$ cat src/rtl/smafc_pkg.sv
`default_nettype none
package smafc_pkg;

    localparam int WINDOW_LEN  = 50;
    localparam int SAMPLE_BITS = 16;
    localparam int AVG_W       = 16;
    localparam int FAULT_W     = 8;
    localparam int FAULT_MAX   = 255;

    localparam int IDX_W  = (WINDOW_LEN > 1) ? $clog2(WINDOW_LEN) : 1;
    localparam int CNT_W  = $clog2(WINDOW_LEN + 1);
    localparam int SUM_W  = SAMPLE_BITS + CNT_W;
    localparam int REM_W  = CNT_W + 1;
    localparam int STEP_W = $clog2(SUM_W + 1);

    typedef logic [SAMPLE_BITS-1:0] sample_t;
    typedef logic [SUM_W-1:0]       sum_t;
    typedef logic [IDX_W-1:0]       idx_t;
    typedef logic [CNT_W-1:0]       cnt_t;

endpackage
`default_nettype wire

$ cat src/rtl/smafc_ram.sv
`default_nettype none
module smafc_ram #(
    parameter int WIDTH = 16,
    parameter int DEPTH = 50
) (
    input  wire logic                     clk,
    input  wire logic                     we,
    input  wire logic [$clog2(DEPTH)-1:0] addr,
    input  wire logic [WIDTH-1:0]         wdata,
    output logic      [WIDTH-1:0]         rdata
);

    logic [WIDTH-1:0] mem [DEPTH];

    always_ff @(posedge clk) begin
        if (we) begin
            mem[addr] <= wdata;
        end
        rdata <= mem[addr];
    end

endmodule
`default_nettype wire

$ cat src/rtl/speed_moving_average_with_fault_count_core.sv
`default_nettype none
// A failed read goes from acceptance straight to the result stage; a good read first updates
// the sum, reading out the oldest sample once the window is full, then runs the 22-step
// one-bit-per-cycle divider. A new read is accepted only once the previous result is issued;
// a result that has not been taken holds the block in its last state until the output frees.
// Reset (aresetn low, synchronous) empties the window, clears the sum, the stored
// average and the fault count; the sample memory itself is not cleared.
module speed_moving_average_with_fault_count_core (
    input  wire logic        aclk,
    input  wire logic        aresetn,
    input  wire logic        s_tvalid,
    output logic             s_tready,
    input  wire logic [15:0] s_tdata,   // [15:0] rpm_sample
    input  wire logic        s_tuser,   // [0] read_ok
    output logic             m_tvalid,
    input  wire logic        m_tready,
    output logic      [23:0] m_tdata,   // [15:0] average_rpm, [23:16] fault_count
    output logic             m_tuser    // [0] average_changed
);

    typedef enum logic [2:0] {
        ST_IDLE,
        ST_READ,
        ST_SUB,
        ST_ADD,
        ST_DIV,
        ST_DONE
    } state_t;

    state_t                    state_reg, state_next;
    smafc_pkg::cnt_t           count_reg, count_next;
    smafc_pkg::idx_t           oldest_reg, oldest_next;
    smafc_pkg::sum_t           sum_reg, sum_next;
    logic [smafc_pkg::AVG_W-1:0]   avg_reg, avg_next;
    logic [smafc_pkg::FAULT_W-1:0] fault_reg, fault_next;
    smafc_pkg::sample_t        samp_reg, samp_next;
    logic                      ok_reg, ok_next;
    smafc_pkg::sum_t           quo_reg, quo_next;
    logic [smafc_pkg::REM_W-1:0]   rem_reg, rem_next;
    logic [smafc_pkg::STEP_W-1:0]  step_reg, step_next;
    logic                      m_valid_reg, m_valid_next;
    logic [23:0]               m_data_reg, m_data_next;
    logic                      m_user_reg, m_user_next;

    logic                      ram_we;
    smafc_pkg::idx_t           ram_addr;
    smafc_pkg::sample_t        ram_wdata;
    smafc_pkg::sample_t        ram_rdata;

    logic [smafc_pkg::REM_W-1:0]   rem_shift;
    logic                      s_fire;
    logic                      full;
    logic                      out_free;
    logic                      avg_changed;

    smafc_ram #(
        .WIDTH (smafc_pkg::SAMPLE_BITS),
        .DEPTH (smafc_pkg::WINDOW_LEN)
    ) u_ring (
        .clk   (aclk),
        .we    (ram_we),
        .addr  (ram_addr),
        .wdata (ram_wdata),
        .rdata (ram_rdata)
    );

    assign s_tready = (state_reg == ST_IDLE);
    assign s_fire   = s_tvalid && s_tready;
    assign full     = (count_reg == smafc_pkg::CNT_W'(smafc_pkg::WINDOW_LEN));
    assign out_free = !m_valid_reg || m_tready;
    assign m_tvalid = m_valid_reg;
    assign m_tdata  = m_data_reg;
    assign m_tuser  = m_user_reg;

    assign rem_shift   = {rem_reg[smafc_pkg::REM_W-2:0], quo_reg[smafc_pkg::SUM_W-1]};
    assign avg_changed = ok_reg && (quo_reg[smafc_pkg::AVG_W-1:0] != avg_reg);

    always_comb begin
        state_next   = state_reg;
        count_next   = count_reg;
        oldest_next  = oldest_reg;
        sum_next     = sum_reg;
        avg_next     = avg_reg;
        fault_next   = fault_reg;
        samp_next    = samp_reg;
        ok_next      = ok_reg;
        quo_next     = quo_reg;
        rem_next     = rem_reg;
        step_next    = step_reg;
        m_valid_next = m_valid_reg;
        m_data_next  = m_data_reg;
        m_user_next  = m_user_reg;
        ram_we       = 1'b0;
        ram_addr     = oldest_reg;
        ram_wdata    = samp_reg;

        if (m_tready) begin
            m_valid_next = 1'b0;
        end

        case (state_reg)
            ST_IDLE: begin
                if (s_fire) begin
                    samp_next = s_tdata[smafc_pkg::SAMPLE_BITS-1:0];
                    ok_next   = s_tuser;
                    if (s_tuser) begin
                        fault_next = '0;
                        state_next = full ? ST_READ : ST_ADD;
                    end else begin
                        if (fault_reg != smafc_pkg::FAULT_W'(smafc_pkg::FAULT_MAX)) begin
                            fault_next = fault_reg + 1'b1;
                        end
                        state_next = ST_DONE;
                    end
                end
            end
            ST_READ: begin
                // The oldest sample is fetched; its data is ready in the next cycle.
                state_next = ST_SUB;
            end
            ST_SUB: begin
                ram_we    = 1'b1;
                sum_next  = sum_reg - smafc_pkg::SUM_W'(ram_rdata)
                          + smafc_pkg::SUM_W'(samp_reg);
                if (oldest_reg == smafc_pkg::IDX_W'(smafc_pkg::WINDOW_LEN - 1)) begin
                    oldest_next = '0;
                end else begin
                    oldest_next = oldest_reg + 1'b1;
                end
                quo_next   = sum_next;
                rem_next   = '0;
                step_next  = smafc_pkg::STEP_W'(smafc_pkg::SUM_W - 1);
                state_next = ST_DIV;
            end
            ST_ADD: begin
                // While the window is filling, the oldest entry stays in slot zero,
                // so the free slot is the entry count.
                ram_we     = 1'b1;
                ram_addr   = count_reg[smafc_pkg::IDX_W-1:0];
                sum_next   = sum_reg + smafc_pkg::SUM_W'(samp_reg);
                count_next = count_reg + 1'b1;
                quo_next   = sum_next;
                rem_next   = '0;
                step_next  = smafc_pkg::STEP_W'(smafc_pkg::SUM_W - 1);
                state_next = ST_DIV;
            end
            ST_DIV: begin
                if (rem_shift >= {1'b0, count_reg}) begin
                    rem_next = rem_shift - {1'b0, count_reg};
                    quo_next = {quo_reg[smafc_pkg::SUM_W-2:0], 1'b1};
                end else begin
                    rem_next = rem_shift;
                    quo_next = {quo_reg[smafc_pkg::SUM_W-2:0], 1'b0};
                end
                step_next = step_reg - 1'b1;
                if (step_reg == '0) begin
                    state_next = ST_DONE;
                end
            end
            ST_DONE: begin
                if (out_free) begin
                    if (ok_reg) begin
                        avg_next = quo_reg[smafc_pkg::AVG_W-1:0];
                    end
                    m_valid_next = 1'b1;
                    m_data_next  = {fault_next, avg_next};
                    m_user_next  = avg_changed;
                    state_next   = ST_IDLE;
                end
            end
            default: begin
                state_next = ST_IDLE;
            end
        endcase
    end

    always_ff @(posedge aclk) begin
        if (!aresetn) begin
            state_reg   <= ST_IDLE;
            count_reg   <= '0;
            oldest_reg  <= '0;
            sum_reg     <= '0;
            avg_reg     <= '0;
            fault_reg   <= '0;
            m_valid_reg <= 1'b0;
        end else begin
            state_reg   <= state_next;
            count_reg   <= count_next;
            oldest_reg  <= oldest_next;
            sum_reg     <= sum_next;
            avg_reg     <= avg_next;
            fault_reg   <= fault_next;
            m_valid_reg <= m_valid_next;
        end
        samp_reg   <= samp_next;
        ok_reg     <= ok_next;
        quo_reg    <= quo_next;
        rem_reg    <= rem_next;
        step_reg   <= step_next;
        m_data_reg <= m_data_next;
        m_user_reg <= m_user_next;
    end

`ifndef SYNTH
    // The window never holds more entries than it has slots.
    a_count_bound: assert property (@(posedge aclk) disable iff (!aresetn)
        count_reg <= smafc_pkg::CNT_W'(smafc_pkg::WINDOW_LEN))
        else $error("entry count exceeds window length");

    // The oldest pointer only moves once the window is full.
    a_oldest_full: assert property (@(posedge aclk) disable iff (!aresetn)
        (oldest_reg != '0) |-> full)
        else $error("oldest pointer moved before window filled");

    // A result that carries a fault count came from a failed read and cannot change the average.
    a_fault_no_change: assert property (@(posedge aclk) disable iff (!aresetn)
        (m_valid_reg && (m_data_reg[23:16] != '0)) |-> !m_user_reg)
        else $error("average changed on a failed read");

    // Once the divider starts, it finishes before the result is presented.
    a_div_exit: assert property (@(posedge aclk) disable iff (!aresetn)
        (state_reg == ST_DIV && step_reg == '0) |=> (state_reg == ST_DONE))
        else $error("divider did not hand over to result stage");
`endif

endmodule
`default_nettype wire

$ cat config.mk
export PLATFORM = sky130hd
export DESIGN_NAME = speed_moving_average_with_fault_count_core
export DESIGN_NICKNAME = d
export VERILOG_FILES = /design/src/rtl/smafc_pkg.sv /design/src/rtl/smafc_ram.sv /design/src/rtl/speed_moving_average_with_fault_count_core.sv
export SDC_FILE = /design/constraint.sdc
export NUM_CORES = 1
export LEC_CHECK = 0
export ABC_AREA = 1
export BUFFER_PORTS_ARGS = -buffer_cell sky130_fd_sc_hd__buf_2
export CAP_MARGIN = 20
export CORE_MARGIN = 5
export CORE_UTILIZATION = 30
export CTS_CLUSTER_SIZE = 24
export DETAILED_ROUTE_END_ITERATION = 12
export MAX_ROUTING_LAYER = met4
export PLACE_DENSITY_LB_ADDON = 0.2
export RECOVER_POWER = 25
export SYNTH_ARGS = -nofsm -noshare
export SYNTH_HDL_FRONTEND = slang
export SYNTH_SLANG_ARGS = --single-unit
export TNS_END_PERCENT = 5
$ cat constraint.sdc
create_clock -name aclk -period 3.8 [get_ports aclk]
set_input_delay 0.19 -clock aclk [delete_from_list [all_inputs] [get_ports aclk]]
set_output_delay 0.19 -clock aclk [all_outputs]
set_load 0.05 [all_outputs]
Word-level counts from Yosys, hierarchy flattened --
Memories as Yosys holds them, arrays and structs flattened. A register that Yosys moved wholly into a read port is not among the register bits. Cells that the tools add are included.
Operators by class: add/subtract/negate cells 8, $lt $le $gt $ge 1, eq/ne operators 12, muxes and demuxes 23, reduce and logical (&&, ||, !) cells 15
Operators with widths (count):
- 22-bit case mux with 3 select lines | 1
- 22-bit by 16-bit adder with 22-bit output | 2
- 22-bit case mux with 2 select lines | 1
- 22-bit by 16-bit subtractor with 22-bit output | 1
- 6-bit two-way mux | 3
- 16-bit two-way mux | 1
- 8-bit two-way mux | 2
- 16-bit inequality test | 1
- 3-bit case mux with 5 select lines | 1
- 6-bit by 1-bit adder with 6-bit output (second input constant) | 2
- 6-bit equality test (second input constant) | 2
- 3-bit two-way mux | 4
- 6-bit case mux with 2 select lines | 1
- 5-bit case mux with 2 select lines | 1
- 8-bit by 1-bit adder with 8-bit output (second input constant) | 1
- 8-bit inequality test (second input constant) | 1
- 7-bit by 6-bit >= comparator with 1-bit output | 1
- 1-bit two-way mux | 7
- 3-bit by 2-bit equality test with 1-bit output (second input constant) | 2
- 3-bit equality test (second input constant) | 2
- 3-bit AND reduction | 2
- 2-bit nonzero test | 3
- 6-bit subtractor | 1
- 5-bit logical NOT | 1
- 12 further kinds | 15
Word-level totals: register bits after elaboration 137, bits in writable memories 800, input port bits 21, output and inout bits 27, logic and storage cells 74, memories kept 1
Memory list:
- u_ring.mem | depth 50, bits a word 16, read ports 1, clocked after memory_dff 1, wr ports 1, line smafc_ram.sv:13 | logic [WIDTH-1:0] mem [DEPTH];

Longest topological paths before layout --
word-level depth 5, mapped depth 17, depth with buffers taken out 17

By module --
From an unflattened synthesis, not the netlist that was laid out.
Unflattened totals: cell total of the unflattened synthesis 4592, area total of the unflattened synthesis 43588.1 sq um
Modules (own cells, without submodules):
- smafc_ram | times used 1, cells an instance 3296, area an instance 34082.7 sq um, seq. area each 24343.3 sq um
- speed_moving_average_with_fault_count_core | times used 1, cells an instance 1296, area an instance 9505.4 sq um, seq. area each 3493.4 sq um

Worst setup path after synthesis --
OpenSTA, ideal clock, no wires.
path type flip-flop to flip-flop, from register state_reg[0], to memory u_ring.mem[48][0], enable pin, setup time 409 ps, arrival 2751 ps, required time 3391 ps, setup slack 639 ps, cell stages (with the launch flop) 10, buffers on the path 3, clock period less this slack 3161 ps, cell sequence dfxtp_1 -> nand2_1 -> nor2_4 -> nand2_2 -> nand2_4 -> buf_4 -> buf_4 -> buf_2 -> nand4_2 -> nor3_1
On the way: word-level cells in the longest chain between the ends 5, elaborated cells on any way between the ends 7, those cells by class 2 x eq/ne; 4 x mux; 1 x reduce/logical
RTL lines:
- from (decl) | line speed_moving_average_with_fault_count_core.sv:30 | state_t state_reg, state_next;
- from (signal assigned) | line speed_moving_average_with_fault_count_core.sv:187 | state_reg <= state_next;
- 3-bit by 2-bit equality test with 1-bit output | line speed_moving_average_with_fault_count_core.sv:101 | case (state_reg)
- 2-bit OR reduction (no source line)
- 1-bit two-way mux | line speed_moving_average_with_fault_count_core.sv:101
- 1-bit two-way mux | line smafc_ram.sv:16 | if (we) begin
- 1-bit two-way mux (not written as such) | line smafc_ram.sv:17 | mem[addr] <= wdata;
- to (decl) | line smafc_ram.sv:13
Parallel ways exist; a longest one is shown, timed or not.

Final worst setup path --
from register samp_reg[0] (netlist: ram_wdata[0]), to register quo_reg[6], data pin
On the way: word-level cells in the longest chain between the ends 2, elaborated cells on any way between the ends 3, those cells by class 2 x add/sub; 1 x mux
RTL lines:
- from (decl) | line speed_moving_average_with_fault_count_core.sv:36 | smafc_pkg::sample_t samp_reg, samp_next;
- from (signal assigned) | line speed_moving_average_with_fault_count_core.sv:195 | samp_reg <= samp_next;
- 22-bit by 16-bit adder with 22-bit output, on equally long branches | line speed_moving_average_with_fault_count_core.sv:140, speed_moving_average_with_fault_count_core.sv:124
- 22-bit case mux with 3 select lines (*) | line speed_moving_average_with_fault_count_core.sv:101
- net quo_next[6] | line speed_moving_average_with_fault_count_core.sv:38 | smafc_pkg::sum_t quo_reg, quo_next;
- to (signal assigned) | line speed_moving_average_with_fault_count_core.sv:197 | quo_reg <= quo_next;
- to (decl) | line speed_moving_average_with_fault_count_core.sv:38
The timed path passes the listed nets; every way through them passes the cells marked *. A chain may end at the register's enable or synchronous reset.

==> summary.md <==
| Metric | Value |
|---|---|
| Final Wtd Congestion | `between 0.8 and 0.9` |
| I/O Pins | `48` |
| # nets final | `between 4000 and 5000` |
| CTS tree | `yes` |
| # DRC | `0` |
| Vias in the first global route | `30600` |
| Placed Area | `46700 um2` |
| Fin crit share | `91.6%` |
| Netlist cell types | `46` |
| Die footprint | `roughly 150000 um2` |
| Max VDD drop | `0.425 mV` |
| Total gr overflow | `0` |
| Cell taking the most area after synthesis | `edfxtp_1` |
| CP arrival | `3.93 ns` |
| Post-synth EDFFs | `875` |
| Max reg flops | `800` |
| Die W | `392 um` |
| Footprint of the multi-input gates | `14000 um2` |
| Fillers | `14700` |
| Max-slew headroom | `-72.9%` |
| R2R cell count | `10` |
| Clk sinks | `between 900 and 1000` |
| Setup TNS | `0 ns` |
| Layout cells sized above 1 | `7.51%` |
| Synth cell count leaders | `nand2_1, edfxtp_1, nand3_1` |
| Setup repair after global routing missed its margin | `false` |
| Status | `finished, violations left` |
| Iter 0 DRT Violations | `2493` |
| Final worst slack | `0.318 ns` |
| Synth warn | `0` |
| FP Rows | `140` |
| #FFs+latches synth | `953` |
| Crit end category | `flop` |
| Top-count cell post-synth | `nand2_1` |
| Vias | `31600` |
| Crit path required time | `4.25 ns` |
| Final antenna-violating net count | `0` |
| Critical path startpoint category | `flop` |
| Final hold viol count | `0` |
| Core Area | `145000 um2` |
| Post-route cell area | `between 50000 and 60000 um2` |
| Worst slack at placement | `approximately 0.28 ns` |
| Die Span Y | `~390 um` |
| Routed WL | `139000 um` |
| # setup viols final | `0` |
| Total GRT Usage | `between 10% and 20%` |
| Top cells by area, synth | `edfxtp_1, nand2_1, nand3_1` |
| Antenna diodes | `0` |
| Asr flop ratio synth | `0%` |
| Post_cts resized | `0` |
| LEAKAGE | `20.8 nW` |
| Failing checks | `max-capacitance violations, max-slew violations` |
| CTS buffer count | `~110` |
| Fin crit period | `roughly 3.5 ns` |
| PortBufs | `47` |
| Hold Path Stages | `2` |
| Initial antenna violation count | `5` |
| Post-DP HPWL | `between 80000 and 90000 um` |
| Final hold slack | `roughly 0.18 ns` |
| Dominant synthesized flop cell | `edfxtp_1` |
| Clock Root Buffer | `clkbuf_16` |
| Initial DRT Pass Iterations | `5` |
| Clock-pin slew on the worst setup and hold paths | `0.06 ns` |
| Syn_nets | `4683` |
| MaxCap Viol Count | `8` |
| Max-slew violations | `411` |
| Largest Register | `u_ring.mem` |
| Avg Cell Area, Syn | `9.51 um2` |
| Clk buf depth | `3` |
| First-pass GRT wire length | `205000 um` |
| Fmax | `287 MHz` |
| Part of the Yosys area used for sequential elements | `63.7%` |
| Vias per cell | `4.73` |
| Worst Path Max Fanout | `51` |
| Clk_lat worst skew | `roughly 0.73 ns` |
| Area delta synth->final | `15.0%` |
| Routed len/inst | `20.8 um` |
| Measured slew at the worst slew-check pin | `2.59 ns` |
| Pwr per Cell Area | `737 nW/um2` |
| Share of the synthesized area in the top cell type | `60.2%` |
| Critical path class | `reg -> reg` |
| Largest net degree at the start of global routing | `roughly 150` |
| Starting density of the core | `30.1%` |
| Hold Path Class | `in -> reg` |
| Register area | `27800 um2` |
| H-Tree Level Count | `3` |
| Syn Std Cell Area | `43700 um2` |
| Post-Synthesis Cells | `between 4000 and 5000` |
| Skew final | `0.0489 ns` |
layout by cell type, fill, tap and decap left out, drive strengths merged, types with 19 or more instances in the layout:
master,Yosys,final
clkbuf,116,148
dlygate4sd3,0,20
edfxtp,875,875
buf,107,167
nor3,20,20
ha,54,54
nand2,2120,2120
o21ai,85,85
clkinv,1,57
nand3,448,448
inv,252,254
nand4,19,19
nor2,211,211
a21oi,98,98
dfxtp,78,78
per-stage QoR:
stage | total power [mW] | utilization, % | cells
detailed placement | 27.3 | 32.2 | 6466
floorplan | 22.2 | - | 4590
finish | 37.0 | 34.6 | 6685
CTS | 37.4 | 34.6 | 6685
global route | 39.4 | 34.6 | 6685
global placement | 27.3 | 32.2 | 6466
critical path: stages (launching register included):
cell	delay (ns)
edfxtp_1	0.44
clkbuf_2	0.82
ha_1	0.58
fa_1	0.44
nand2_1	0.11
nand2_1	0.07
nand2_1	0.15
o21ai_0	0.13
or2_2	0.28
nand3_1	0.10
nand3_1	0.08
timing repair:
| item | CTS | global route |
|---|---|---|
| setup buffers | 0 | 0 |
| hold endpoints to repair | 25 | 0 |
| hold buffers | 20 | 0 |
metal layers:
metal / wire length [um] / vias up / global-route usage, %
li1: - / 15400 / -
met1: 62200 / 15300 / 24.7
met2: 64700 / 827 / 28.9
met3: 8130 / 181 / 3.19
met4: 4010 / 0 / 5.12
met5: 0 / - / -
cells by family (layout without fill, tap and decap cells):
logic type | Yosys count | after routing | synth area share, %
flops | 953 | 953 | 63.7
buf+inv | 476 | 654 | 4.35
xor+xnor | 29 | 29 | 0.582
compound gates | 220 | 220 | 2.81
simple gates | 2840 | 2840 | 26.1
fa+ha+maj | 72 | 72 | 2.37
path summary, 6_finish.rpt:
kind / start / endpoint / slack, ns
min: s_tdata[13] / ram_wdata[13]$_DFFE_PP_ / 0.18
min reg2reg: fault_reg[6]$_SDFFE_PN0P_ / m_tdata[22]$_DFFE_PP_ / 0.46
max reg2reg: ram_wdata[0]$_DFFE_PP_ / quo_reg[6]$_DFFE_PP_ / 0.32
max: ram_wdata[0]$_DFFE_PP_ / quo_reg[6]$_DFFE_PP_ / 0.32
power by group:
group	internal (mW)	switching, mW	leakage, nW
logic	3.83	9.81	10.6
registers	12.8	0.598	8.52
clock network	5.61	4.35	1.62
total	22.3	14.8	20.8
layout make-up:
class | instances | share of cell area, %
inverters | 253 | 1.90
multi-input cells | 3161 | 27.9
clock inverters | 66 | 1.09
repair buffers | 202 | 3.36
flip-flops and latches | 953 | 55.4
clock buffers | 133 | 5.55
well taps | 1917 | 4.78
(Power assumes the default switching activity.)
